### src/rtl/lprc_pkg.sv
`default_nettype none

package lprc_pkg;

   // Record format limits
   localparam int MaxHeader  = 256;
   localparam int LenBits    = 32;
   localparam int HdrCntBits = 9;
   localparam int RemBits    = LenBits + 1;
   localparam int ChunkBits  = 34;

   localparam logic [7:0]  ColonChar      = 8'h3A;
   localparam logic [7:0]  DigitZero      = 8'h30;
   localparam logic [7:0]  DigitNine      = 8'h39;
   localparam logic [31:0] ThresholdReset = 32'd131072;

   // Register map (byte address bit 2 selects the register)
   localparam logic REG_CHUNKING_ENABLE = 1'b0;
   localparam logic REG_CHUNK_THRESHOLD = 1'b1;

   // Error codes
   localparam logic [2:0] ERR_NONE      = 3'd0;
   localparam logic [2:0] ERR_BAD_CHAR  = 3'd1;
   localparam logic [2:0] ERR_TOO_LONG  = 3'd2;
   localparam logic [2:0] ERR_EMPTY_LEN = 3'd3;
   localparam logic [2:0] ERR_OVERFLOW  = 3'd4;
   localparam logic [2:0] ERR_TRUNCATED = 3'd5;
   localparam logic [2:0] ERR_HALTED    = 3'd6;

   typedef enum logic [1:0] {
      PH_HEADER  = 2'd0,
      PH_PAYLOAD = 2'd1,
      PH_DONE    = 2'd2,
      PH_HALT    = 2'd3
   } phase_type;

   typedef struct packed {
      logic        chunking_enable;
      logic [31:0] chunk_threshold;
   } cfg_type;

   typedef struct packed {
      logic [7:0] out_byte;
      logic       in_header;
      logic       record_last;
      logic       chunk_last;
      logic [2:0] error_code;
      logic       stream_done;
   } result_type;

endpackage

`default_nettype wire

### src/rtl/lprc_csr.sv
`default_nettype none

module lprc_csr
   import lprc_pkg::*;
(
   input  wire logic        clock,
   input  wire logic        reset,
   input  wire logic        psel,
   input  wire logic        penable,
   input  wire logic        pwrite,
   input  wire logic [2:0]  paddr,
   input  wire logic [31:0] pwdata,
   output logic [31:0]      prdata,
   output logic             pready,
   output cfg_type          cfg
);

   logic        enable_ff;
   logic        enable_in;
   logic [31:0] threshold_ff;
   logic [31:0] threshold_in;
   logic        wr_en;

   assign pready = 1'b1;
   assign wr_en  = psel & penable & pwrite;

   always_comb begin
      enable_in    = enable_ff;
      threshold_in = threshold_ff;
      if (wr_en) begin
         case (paddr[2])
            REG_CHUNKING_ENABLE: enable_in    = pwdata[0];
            REG_CHUNK_THRESHOLD: threshold_in = pwdata;
            default: ;
         endcase
      end
   end

   always_ff @(posedge clock) begin
      if (reset) begin
         enable_ff    <= 1'b1;
         threshold_ff <= ThresholdReset;
      end else begin
         enable_ff    <= enable_in;
         threshold_ff <= threshold_in;
      end
   end

   always_comb begin
      case (paddr[2])
         REG_CHUNKING_ENABLE: prdata = {31'd0, enable_ff};
         REG_CHUNK_THRESHOLD: prdata = threshold_ff;
         default:             prdata = 32'd0;
      endcase
   end

   assign cfg.chunking_enable = enable_ff;
   assign cfg.chunk_threshold = threshold_ff;

endmodule

`default_nettype wire

### src/rtl/lprc_core.sv
`default_nettype none

module lprc_core
   import lprc_pkg::*;
(
   input  wire logic       clock,
   input  wire logic       reset,
   input  wire logic       step_en,
   input  wire logic [7:0] in_byte,
   input  wire logic       end_of_stream,
   input  wire cfg_type    cfg,
   output result_type      result
);

   phase_type              phase_ff, phase_in;
   logic [HdrCntBits-1:0]  hdr_cnt_ff, hdr_cnt_in;
   logic [LenBits-1:0]     len_ff, len_in;
   logic [RemBits-1:0]     rem_ff, rem_in;
   logic [ChunkBits-1:0]   chunk_ff, chunk_in;

   logic [HdrCntBits:0]    hdr_cnt_next;
   logic [LenBits+3:0]     len_times_ten;
   logic [RemBits-1:0]     rem_dec;
   logic [ChunkBits-1:0]   chunk_inc;
   logic                   is_digit;
   logic                   is_colon;
   logic                   close_chunk;

   assign hdr_cnt_next = {1'b0, hdr_cnt_ff} + 1'b1;
   assign is_colon     = (in_byte == ColonChar);
   assign is_digit     = (in_byte >= DigitZero) && (in_byte <= DigitNine);

   // Length times ten plus the new digit, kept wide so an overflow shows in the top bits.
   assign len_times_ten = ({4'd0, len_ff} << 3) + ({4'd0, len_ff} << 1)
                          + {{(LenBits){1'b0}}, in_byte[3:0]};

   assign rem_dec   = (rem_ff != '0) ? rem_ff - 1'b1 : rem_ff;
   assign chunk_inc = (chunk_ff != '1) ? chunk_ff + 1'b1 : chunk_ff;
   assign close_chunk = !cfg.chunking_enable
                        || (chunk_inc >= {{(ChunkBits-32){1'b0}}, cfg.chunk_threshold});

   always_comb begin
      phase_in   = phase_ff;
      hdr_cnt_in = hdr_cnt_ff;
      len_in     = len_ff;
      rem_in     = rem_ff;
      chunk_in   = chunk_ff;
      result     = '0;

      case (phase_ff)
         PH_HALT: begin
            result.error_code  = ERR_HALTED;
            result.stream_done = 1'b1;
         end
         PH_DONE: begin
            result.stream_done = 1'b1;
         end
         PH_HEADER, PH_PAYLOAD: begin
            if (end_of_stream) begin
               phase_in           = PH_DONE;
               chunk_in           = '0;
               result.stream_done = 1'b1;
               if (phase_ff == PH_HEADER && hdr_cnt_ff == '0) begin
                  result.chunk_last = (chunk_ff != '0);
                  result.error_code = ERR_NONE;
               end else begin
                  result.chunk_last = 1'b1;
                  result.error_code = ERR_TRUNCATED;
               end
            end else if (phase_ff == PH_HEADER) begin
               result.out_byte  = in_byte;
               result.in_header = 1'b1;
               if (is_colon) begin
                  if (hdr_cnt_ff == '0) begin
                     phase_in           = PH_HALT;
                     result.error_code  = ERR_EMPTY_LEN;
                     result.stream_done = 1'b1;
                  end else begin
                     phase_in   = PH_PAYLOAD;
                     hdr_cnt_in = hdr_cnt_next[HdrCntBits-1:0];
                     rem_in     = {1'b0, len_ff} + 1'b1;
                     chunk_in   = chunk_inc;
                  end
               end else if (!is_digit) begin
                  phase_in           = PH_HALT;
                  result.error_code  = ERR_BAD_CHAR;
                  result.stream_done = 1'b1;
               end else if (hdr_cnt_next >= (HdrCntBits+1)'(MaxHeader)) begin
                  phase_in           = PH_HALT;
                  result.error_code  = ERR_TOO_LONG;
                  result.stream_done = 1'b1;
               end else if (len_times_ten[LenBits+3:LenBits] != 4'd0) begin
                  phase_in           = PH_HALT;
                  result.error_code  = ERR_OVERFLOW;
                  result.stream_done = 1'b1;
               end else begin
                  len_in     = len_times_ten[LenBits-1:0];
                  hdr_cnt_in = hdr_cnt_next[HdrCntBits-1:0];
                  chunk_in   = chunk_inc;
               end
            end else begin
               result.out_byte = in_byte;
               rem_in          = rem_dec;
               chunk_in        = chunk_inc;
               if (rem_dec == '0) begin
                  result.record_last = 1'b1;
                  result.chunk_last  = close_chunk;
                  if (close_chunk) begin
                     chunk_in = '0;
                  end
                  phase_in   = PH_HEADER;
                  hdr_cnt_in = '0;
                  len_in     = '0;
               end
            end
         end
         default: ;
      endcase
   end

   always_ff @(posedge clock) begin
      if (reset) begin
         phase_ff   <= PH_HEADER;
         hdr_cnt_ff <= '0;
         len_ff     <= '0;
         rem_ff     <= '0;
         chunk_ff   <= '0;
      end else if (step_en) begin
         phase_ff   <= phase_in;
         hdr_cnt_ff <= hdr_cnt_in;
         len_ff     <= len_in;
         rem_ff     <= rem_in;
         chunk_ff   <= chunk_in;
      end
   end

endmodule

`default_nettype wire

### src/rtl/lprc_out.sv
`default_nettype none

module lprc_out
   import lprc_pkg::*;
(
   input  wire logic       clock,
   input  wire logic       reset,
   input  wire logic       load,
   input  wire result_type result,
   input  wire logic       rsp_stall,
   output logic            busy,
   output logic            rsp_valid,
   output result_type      rsp_result
);

   logic       valid_ff;
   logic       valid_in;
   result_type result_ff;

   // The held result only blocks a new request while the receiver is stalling.
   assign busy     = valid_ff & rsp_stall;
   assign valid_in = load | busy;

   always_ff @(posedge clock) begin
      if (reset) begin
         valid_ff <= 1'b0;
      end else begin
         valid_ff <= valid_in;
      end
   end

   always_ff @(posedge clock) begin
      if (load) begin
         result_ff <= result;
      end
   end

   assign rsp_valid  = valid_ff;
   assign rsp_result = result_ff;

endmodule

`default_nettype wire

### src/rtl/length_prefixed_record_chunker.sv
// Length-prefixed record chunker.
// Requests arrive on the req_ channel, one byte (or an end-of-stream mark) per
// request, and are accepted at a clock edge where req_valid is high and
// req_stall is low. Each accepted request gives exactly one result on the rsp_
// channel: the byte, its header/payload marks, the record and chunk boundary
// marks, an error code and a stream-done flag.
// The result is registered: it is valid in the cycle after acceptance.
// Throughput is one request per cycle unless the receiver stalls; the per-byte
// work is a few counters and a length multiply-by-ten done by shifts, all ahead
// of the result register. When the receiver stalls, the result register holds
// its value and req_stall is raised, so no further request is taken until the
// result has gone. A header error halts the block until reset; end of stream
// moves it to a done state. Either way every later request still gets a result.
// The two configuration registers sit on the APB port at byte addresses 0
// (chunking enable) and 4 (chunk threshold) and should be written while idle.
// Synchronous reset clears the record state and restores the register defaults.
`default_nettype none

module length_prefixed_record_chunker
   import lprc_pkg::*;
(
   input  wire logic        clock,
   input  wire logic        reset,
   input  wire logic        req_valid,
   output logic             req_stall,
   input  wire logic [7:0]  req_in_byte,
   input  wire logic        req_end_of_stream,
   output logic             rsp_valid,
   input  wire logic        rsp_stall,
   output logic [7:0]       rsp_out_byte,
   output logic             rsp_in_header,
   output logic             rsp_record_last,
   output logic             rsp_chunk_last,
   output logic [2:0]       rsp_error_code,
   output logic             rsp_stream_done,
   input  wire logic        psel,
   input  wire logic        penable,
   input  wire logic        pwrite,
   input  wire logic [2:0]  paddr,
   input  wire logic [31:0] pwdata,
   output logic [31:0]      prdata,
   output logic             pready
);

   cfg_type    cfg;
   result_type step_result;
   result_type held_result;
   logic       accept;
   logic       busy;

   assign req_stall = busy;
   assign accept    = req_valid & ~busy;

   lprc_csr u_csr (
      .clock   (clock),
      .reset   (reset),
      .psel    (psel),
      .penable (penable),
      .pwrite  (pwrite),
      .paddr   (paddr),
      .pwdata  (pwdata),
      .prdata  (prdata),
      .pready  (pready),
      .cfg     (cfg)
   );

   lprc_core u_core (
      .clock         (clock),
      .reset         (reset),
      .step_en       (accept),
      .in_byte       (req_in_byte),
      .end_of_stream (req_end_of_stream),
      .cfg           (cfg),
      .result        (step_result)
   );

   lprc_out u_out (
      .clock      (clock),
      .reset      (reset),
      .load       (accept),
      .result     (step_result),
      .rsp_stall  (rsp_stall),
      .busy       (busy),
      .rsp_valid  (rsp_valid),
      .rsp_result (held_result)
   );

   assign rsp_out_byte    = held_result.out_byte;
   assign rsp_in_header   = held_result.in_header;
   assign rsp_record_last = held_result.record_last;
   assign rsp_chunk_last  = held_result.chunk_last;
   assign rsp_error_code  = held_result.error_code;
   assign rsp_stream_done = held_result.stream_done;

endmodule

`default_nettype wire
### config.mk
export PLATFORM = sky130hd
export DESIGN_NAME = length_prefixed_record_chunker
export DESIGN_NICKNAME = d
export VERILOG_FILES = /design/src/rtl/lprc_pkg.sv /design/src/rtl/lprc_csr.sv /design/src/rtl/lprc_core.sv /design/src/rtl/lprc_out.sv /design/src/rtl/length_prefixed_record_chunker.sv
export SDC_FILE = /design/constraint.sdc
export NUM_CORES = 1
export LEC_CHECK = 0
export BUFFER_PORTS_ARGS = -buffer_cell sky130_fd_sc_hd__buf_4
export CAP_MARGIN = 10
export CORE_MARGIN = 8
export CORE_UTILIZATION = 50
export DETAILED_ROUTE_END_ITERATION = 7
export HOLD_SLACK_MARGIN = 0.05
export PLACE_DENSITY = 0.7
export SETUP_SLACK_MARGIN = 0.15
export SLEW_MARGIN = 20
export SYNTH_ARGS = -nofsm -noshare
export SYNTH_HDL_FRONTEND = slang
export SYNTH_SLANG_ARGS = --single-unit
### constraint.sdc
create_clock -name clock -period 6.29 [get_ports clock]
set_clock_uncertainty 0.2 [all_clocks]
set_input_delay 0.3145 -clock clock [delete_from_list [all_inputs] [get_ports clock]]
set_output_delay 0.3145 -clock clock [all_outputs]
set_load 0.05 [all_outputs]
=== Word-level counts from Yosys, hierarchy flattened ===
Cells that the tools add are included.

* Bitwise logic cells: 9
* Reduce and logical (&&, ||, !) cells: 23
* $add $sub $neg: 6
* Muxes and demuxes: 49
* Equality and inequality tests: 20
* $lt $le $gt $ge: 4

{| class="wikitable"
|+ Operator list
! operator !! number
|-
| $mux W34 || 10
|-
| $mux W32 || 6
|-
| $mux W33 || 4
|-
| $pmux W32 S2 || 1
|-
| $mux W9 || 7
|-
| $add A35 B33 Y36 || 1
|-
| $add A36 B4 Y36 || 1
|-
| $add A34 B1 Y34 const B || 1
|-
| $ge A34 B32 Y1 || 1
|-
| $ne A34 B34 Y1 const B || 1
|-
| $reduce_bool A34 Y1 || 1
|-
| $add A32 B1 Y33 const B || 1
|-
| $logic_not A33 Y1 || 1
|-
| $reduce_bool A33 Y1 || 1
|-
| $sub A33 B1 Y33 const B || 1
|-
| $mux W4 || 6
|-
| $mux W2 || 9
|-
| $reduce_and A8 Y1 || 2
|-
| $add A9 B1 Y10 const B || 1
|-
| $ge A10 B9 Y1 const B || 1
|-
| $logic_not A9 Y1 || 1
|-
| $eq A8 B6 Y1 const B || 1
|-
| $ge A8 B6 Y1 const B || 1
|-
| $le A8 B6 Y1 const B || 1
|-
| other kinds (32) || 50
|}

* Register bits: 159
* Input bits: 51

=== Depth between registers and ports, before layout ===
* Depth after elaboration: 10
* Depth in mapped cells: 25
* Mapped depth without buffers: 20

=== By module ===
A second synthesis with hierarchy kept.

* Cells, all modules: 1,612
* Area total of the unflattened synthesis: 12,693.4 sq um

{| class="wikitable"
|+ Modules (own cells, without submodules)
! module !! area an instance (sq um) !! cells an instance !! sequential area each (sq um) !! instances
|-
| lprc_core || 10,446.3 || 1,409 || 2,202.1 || 1
|-
| lprc_csr || 1,746.7 || 183 || 660.6 || 1
|-
| lprc_out || 486.7 || 19 || 470.5 || 1
|-
| length_prefixed_record_chunker || 13.8 || 1 || 0.0 || 1
|}

=== Least setup slack after synthesis ===
Ideal clock, no wire load.

* Path kind: reg-to-reg
* Start: register u_core.chunk_ff[5]
* End: register u_core.chunk_ff[10]
* Setup slack: 1,136 ps
* Data required time: 5,973 ps
* Arrival time: 4,838 ps
* Cell stages (with the launch flop): 24
* Period minus slack after synthesis: 5,154 ps
* Path buffers: 6
* Library setup time: 117 ps
* Path through: dfxtp_1 clkbuf_1 and4_1 nand4_1 or4_1 nor3_1 clkbuf_1 or3_1 clkbuf_1 inv_1 and3_1 xor2_1 ha_1 nand4_1 nor4_1 a21oi_1 a221oi_1 o211ai_1 and2_1 clkbuf_1 and3_1 buf_2 buf_6 a22o_1

* Cells in the longest elaborated chain, start to end: 8

{| class="wikitable"
|+ RTL lines
! what !! line !! source
|-
| from (decl) || lprc_core.sv:19 || <nowiki>logic [ChunkBits-1:0] chunk_ff, chunk_in;</nowiki>
|-
| from (signal assigned) || lprc_core.sv:133 || <nowiki>chunk_ff <= chunk_in;</nowiki>
|-
| $add A34 B1 Y34 or $ne A34 B34 Y1 (tied branches) || lprc_core.sv:38 || <nowiki>assign chunk_inc = (chunk_ff != '1) ? chunk_ff + 1'b1 : chunk_ff;</nowiki>
|-
| $mux W34 * || lprc_core.sv:38 ||
|-
| $ge A34 B32 Y1 or $mux W34 (tied branches) || lprc_core.sv:40, lprc_core.sv:92 ||
|-
| $logic_or A1 B1 Y1 or $mux W34 (tied branches) || lprc_core.sv:40, lprc_core.sv:88 ||
|-
| $mux W34 (on tied branches) || lprc_core.sv:108, lprc_core.sv:84 ||
|-
| $mux W34 (on tied branches) || lprc_core.sv:105, lprc_core.sv:73 ||
|-
| $mux W34 * || lprc_core.sv:70 || <nowiki>end else if (phase_ff == PH_HEADER) begin</nowiki>
|-
| $mux W34 * || lprc_core.sv:59 || <nowiki>if (end_of_stream) begin</nowiki>
|}

Every way passes the cells marked *; elsewhere a longest branch is shown, timed or not. The select of a mux whose other input is x is not followed.
A chain may end at the register's enable or synchronous reset.

=== Final worst setup path ===
* Start: register u_core.len_ff[0]
* End: register u_core.chunk_ff[23]

* Cells in the longest elaborated chain, start to end: 5

{| class="wikitable"
|+ RTL lines
! what !! line !! source
|-
| from (decl) || lprc_core.sv:17 || <nowiki>logic [LenBits-1:0] len_ff, len_in;</nowiki>
|-
| from (signal assigned) || lprc_core.sv:131 || <nowiki>len_ff <= len_in;</nowiki>
|-
| $add A35 B33 Y36 || lprc_core.sv:34 || <nowiki>assign len_times_ten = ({4'd0, len_ff} << 3) + ({4'd0, len_ff} << 1)</nowiki>
|-
| $add A36 B4 Y36 || lprc_core.sv:35 || <nowiki>+ {{(LenBits){1'b0}}, in_byte[3:0]};</nowiki>
|-
| $reduce_bool A4 Y1 || lprc_core.sv:92 || <nowiki>end else if (len_times_ten[LenBits+3:LenBits] != 4'd0) begin</nowiki>
|-
| $ne A4 B3 Y1 (no source line) || - ||
|-
| $reduce_and A6 Y1 (no source line) || - ||
|}

Every way passes these cells.

==> flow_metrics.py <==
metrics = {
    "sta": {
        "fin_crit_ps": 5620,
        "final.period_utilization": 0.893,
        "finalSetupViolations": 0,
        "worst_slew_pin_slew_ps": 1110,
        "max_freq_mhz": 178,
        "rsz0062_at_grt": "false",
        "slew_violations": 0,
        "slew_headroom": 0.250,
        "tns_ps": 0,
        "hold_viol": 0,
    },
    "drt": {
        "num_vias": 12173,
        "dr.pass1.iters": 5,
        "drc_errors": 0,
        "initialDrtViolationCount": 941,
        "drtAntennaViolNets": 0,
        "wl_per_cell_um": 18.1,
        "viasPerCell": 6.08,
        "routed_wl_um": 36300,
    },
    "floorplan": {
        "initial_utilization": 0.504,
        "fp.dieW_um": 172,
        "core_area_um2": 24000,
        "boundaryPins": 101,
        "rows": 57,
        "die-area_um2": 29500,
        "die_h_um": 172,
    },
    "synth": {
        "synth_edf_count": 15,
        "async_flop_share": 0,
        "syn_area_um2": 12100,
        "dominantRegCellSynth": "dfxtp_1",
        "synth_top_cell_by_area": "dfxtp_1",
        "synth.area.top_cells": "dfxtp_1, ha_1, a21oi_1",
        "synth_top_area_share": 0.238,
        "yosysWarnings": 0,
        "synth_most_common_cell": "nand2_1",
        "ys_top_cells_by_count": "nand2_1, dfxtp_1, nor2_1, a21oi_1, ha_1",
        "synth_nets": 1749,
        "synth.distinct_cells": 81,
        "syn_avg_cell_area_um2": 7.60,
        "synth_seq_area_share": 0.275,
        "syn_inst": 1595,
        "ys_ff_latch": 159,
    },
    "critical_path": {
        "crit_start": "u_core.len_ff[0]$_SDFFE_PP0P_",
        "crit_slowest_cell": "a21boi_1",
        "worstSetupPathType": "reg2reg",
        "cpPeakStageDelay_ps": 710,
        "r2r-start": "u_core.len_ff[0]$_SDFFE_PP0P_",
        "worstPathRequired_ps": 6410,
        "r2r_slack_ps": 670,
        "cp-end-kind": "flop",
        "r2r_cells": 13,
        "start_kind": "flop",
        "crit_end": "u_core.chunk_ff[23]$_SDFFE_PP0P_",
        "reg2reg_to": "u_core.chunk_ff[23]$_SDFFE_PP0P_",
        "arrival_ps": 5740,
        "cp_cell_sequence": "inv_1 > fa_1 > fa_1 > nand2b_1 > a21o_1 > a31oi_1 > a31oi_1 > o211ai_1 > nand2_1 > a2111o_1 > a21boi_1 > nand2_2 > o41ai_1",
        "cp_max_fo": 15,
        "cp_top_family": "compound AO/OA/AOI/OAI gates",
        "cp.depth": 13,
        "crit_buf_inv": 1,
    },
    "placed_design": {
        "dp_cells": 1929,
        "portBuffers": 97,
        "placed_area_um2": 13000,
        "hpwl_um": 26400,
        "gp_congestion": 0.974,
    },
    "clock_network": {
        "cts_max_level": 4,
        "cts_tree": "built",
        "clock_latency_ps": 440,
        "clock_path_buffers": 2,
        "cts-buffers-inserted": 17,
        "root_buffer": "clkbuf_16",
        "clk_pin_slew_ps": 70,
        "numClockSinks": 159,
    },
    "outcome": {
        "status": "complete, no violations",
    },
    "global_route": {
        "antenna_found_initial": 0,
        "grt_pass1_wl_um": 58900,
        "grt_pass1_vias": 11574,
        "grt_overflow": 0,
        "grt_util_all_layers": 0.246,
        "grt_max_degree": 65,
    },
    "power": {
        "leakage_nw": 5.62,
        "p_per_area_nw_per_um2": 190,
        "ir_worst_vdd_mv": 0.178,
    },
    "finish": {
        "drive_gt1_frac": 0.107,
        "nets": 1821,
        "fillCellCount": 2266,
        "fin_area_um2": 14000,
        "areaGrowthSynthToFinish_pct": 15.3,
        "seqCellArea_um2": 3330,
        "multi_input_area_um2": 8080,
        "antenna_cells": 0,
        "layout.cells.non_filler": 2003,
    },
    "min_path": {
        "min-delay-start": "req_end_of_stream",
        "worst_hold_path.num_cells": 2,
        "hold_path_class": "in2reg",
    },
    "job": {
        "drv_cap": 0,
    },
}
power breakdown:
group	switching, mW	internal (mW)	total, mW
Sequential	0.0155	1.04	1.06
Combinational	0.388	0.194	0.582
Clock	0.483	0.530	1.01
metal layers:
metal  up-vias  wire length, um  GRT usage
met4         0             1120     0.0926
met5         -                0          0
met2       414            18000      0.438
li1       5953                -          -
met1      5728            15100      0.292
met3        78             2090     0.0397
cell families after synthesis:
group / count (synthesis) / share of synthesized area
AND/OR/NAND/NOR: 622 / 0.259
buffers and inverters: 188 / 0.0618
adder cells (fa/ha/maj): 103 / 0.108
multiplexers: 3 / 0.00258
flip-flops: 159 / 0.275
AO/OA/AOI/OAI: 425 / 0.226
XOR/XNOR: 94 / 0.0679
other: 1 / 0.000309
worst reg2reg max path, cell delays in order (launching register included):
cell	delay (ps)
dfxtp_1	490
inv_1	120
fa_1	520
fa_1	480
nand2b_1	190
a21o_1	190
a31oi_1	430
a31oi_1	310
o211ai_1	300
nand2_1	220
a2111o_1	520
a21boi_1	710
nand2_2	460
o41ai_1	370
how the worst min path moves through the flow:
stage | to
floorplan | u_csr.threshold_ff[10]$_SDFFE_PP0P_
global placement | u_csr.threshold_ff[3]$_SDFFE_PP0P_
detailed placement | u_csr.threshold_ff[3]$_SDFFE_PP0P_
CTS | u_out.rsp_result[10]$_SDFFCE_PP0P_
global route | u_out.rsp_result[6]$_SDFFCE_PP0P_
finish | u_out.rsp_result[6]$_SDFFCE_PP0P_
cell usage in the layout, fill, tap and decap left out, types with 33 or more instances in the layout:
cell / n
nand3_1: 61
a21oi_1: 132
dlygate4sd3_1: 43
o211ai_1: 34
dfxtp_1: 144
inv_1: 85
o21ai_0: 92
nand2_1: 167
nand4_1: 68
nor2_1: 136
xor2_1: 33
nor3_1: 38
buf_4: 113
ha_1: 101
xnor2_1: 61
area by class of cell:
class | count | share of cell area
sequential | 159 | 0.238
inverter | 85 | 0.0228
tap | 324 | 0.0290
multi-input combinational | 1248 | 0.578
timing repair buffer | 156 | 0.0915
clock buffer | 18 | 0.0314
clock inverter | 13 | 0.00868
registers in the layout, summed over array words and instances (netlist names):
signal	count
u_csr.threshold_ff	32
u_core.len_ff	32
u_csr.enable_ff	1
u_core.chunk_ff	34
u_core.rem_ff	33
u_out.rsp_result	15
u_core.phase_ff	2
u_core.hdr_cnt_ff	9
u_out.rsp_valid	1
metrics by stage:
step	util	hold WS, ps	power (mW)	setup slack (ps)
4_1_cts	0.581	91.4	2.65	541
5_1_grt	0.582	90.8	2.75	173
3_5_place_dp	0.540	246	1.62	552
6_report	0.582	96.1	2.65	674
3_3_place_gp	0.540	242	1.62	694
2_1_floorplan	-	236	1.46	1140
what timing repair did:
action	4_1_cts	5_1_grt
endpoints found under the setup margin	0	30
hold buffers	43	0
resized for setup	0	3
buffers inserted	0	0
endpoints found under the hold margin	42	0
Note: power is estimated with default switching activity, not from simulation.
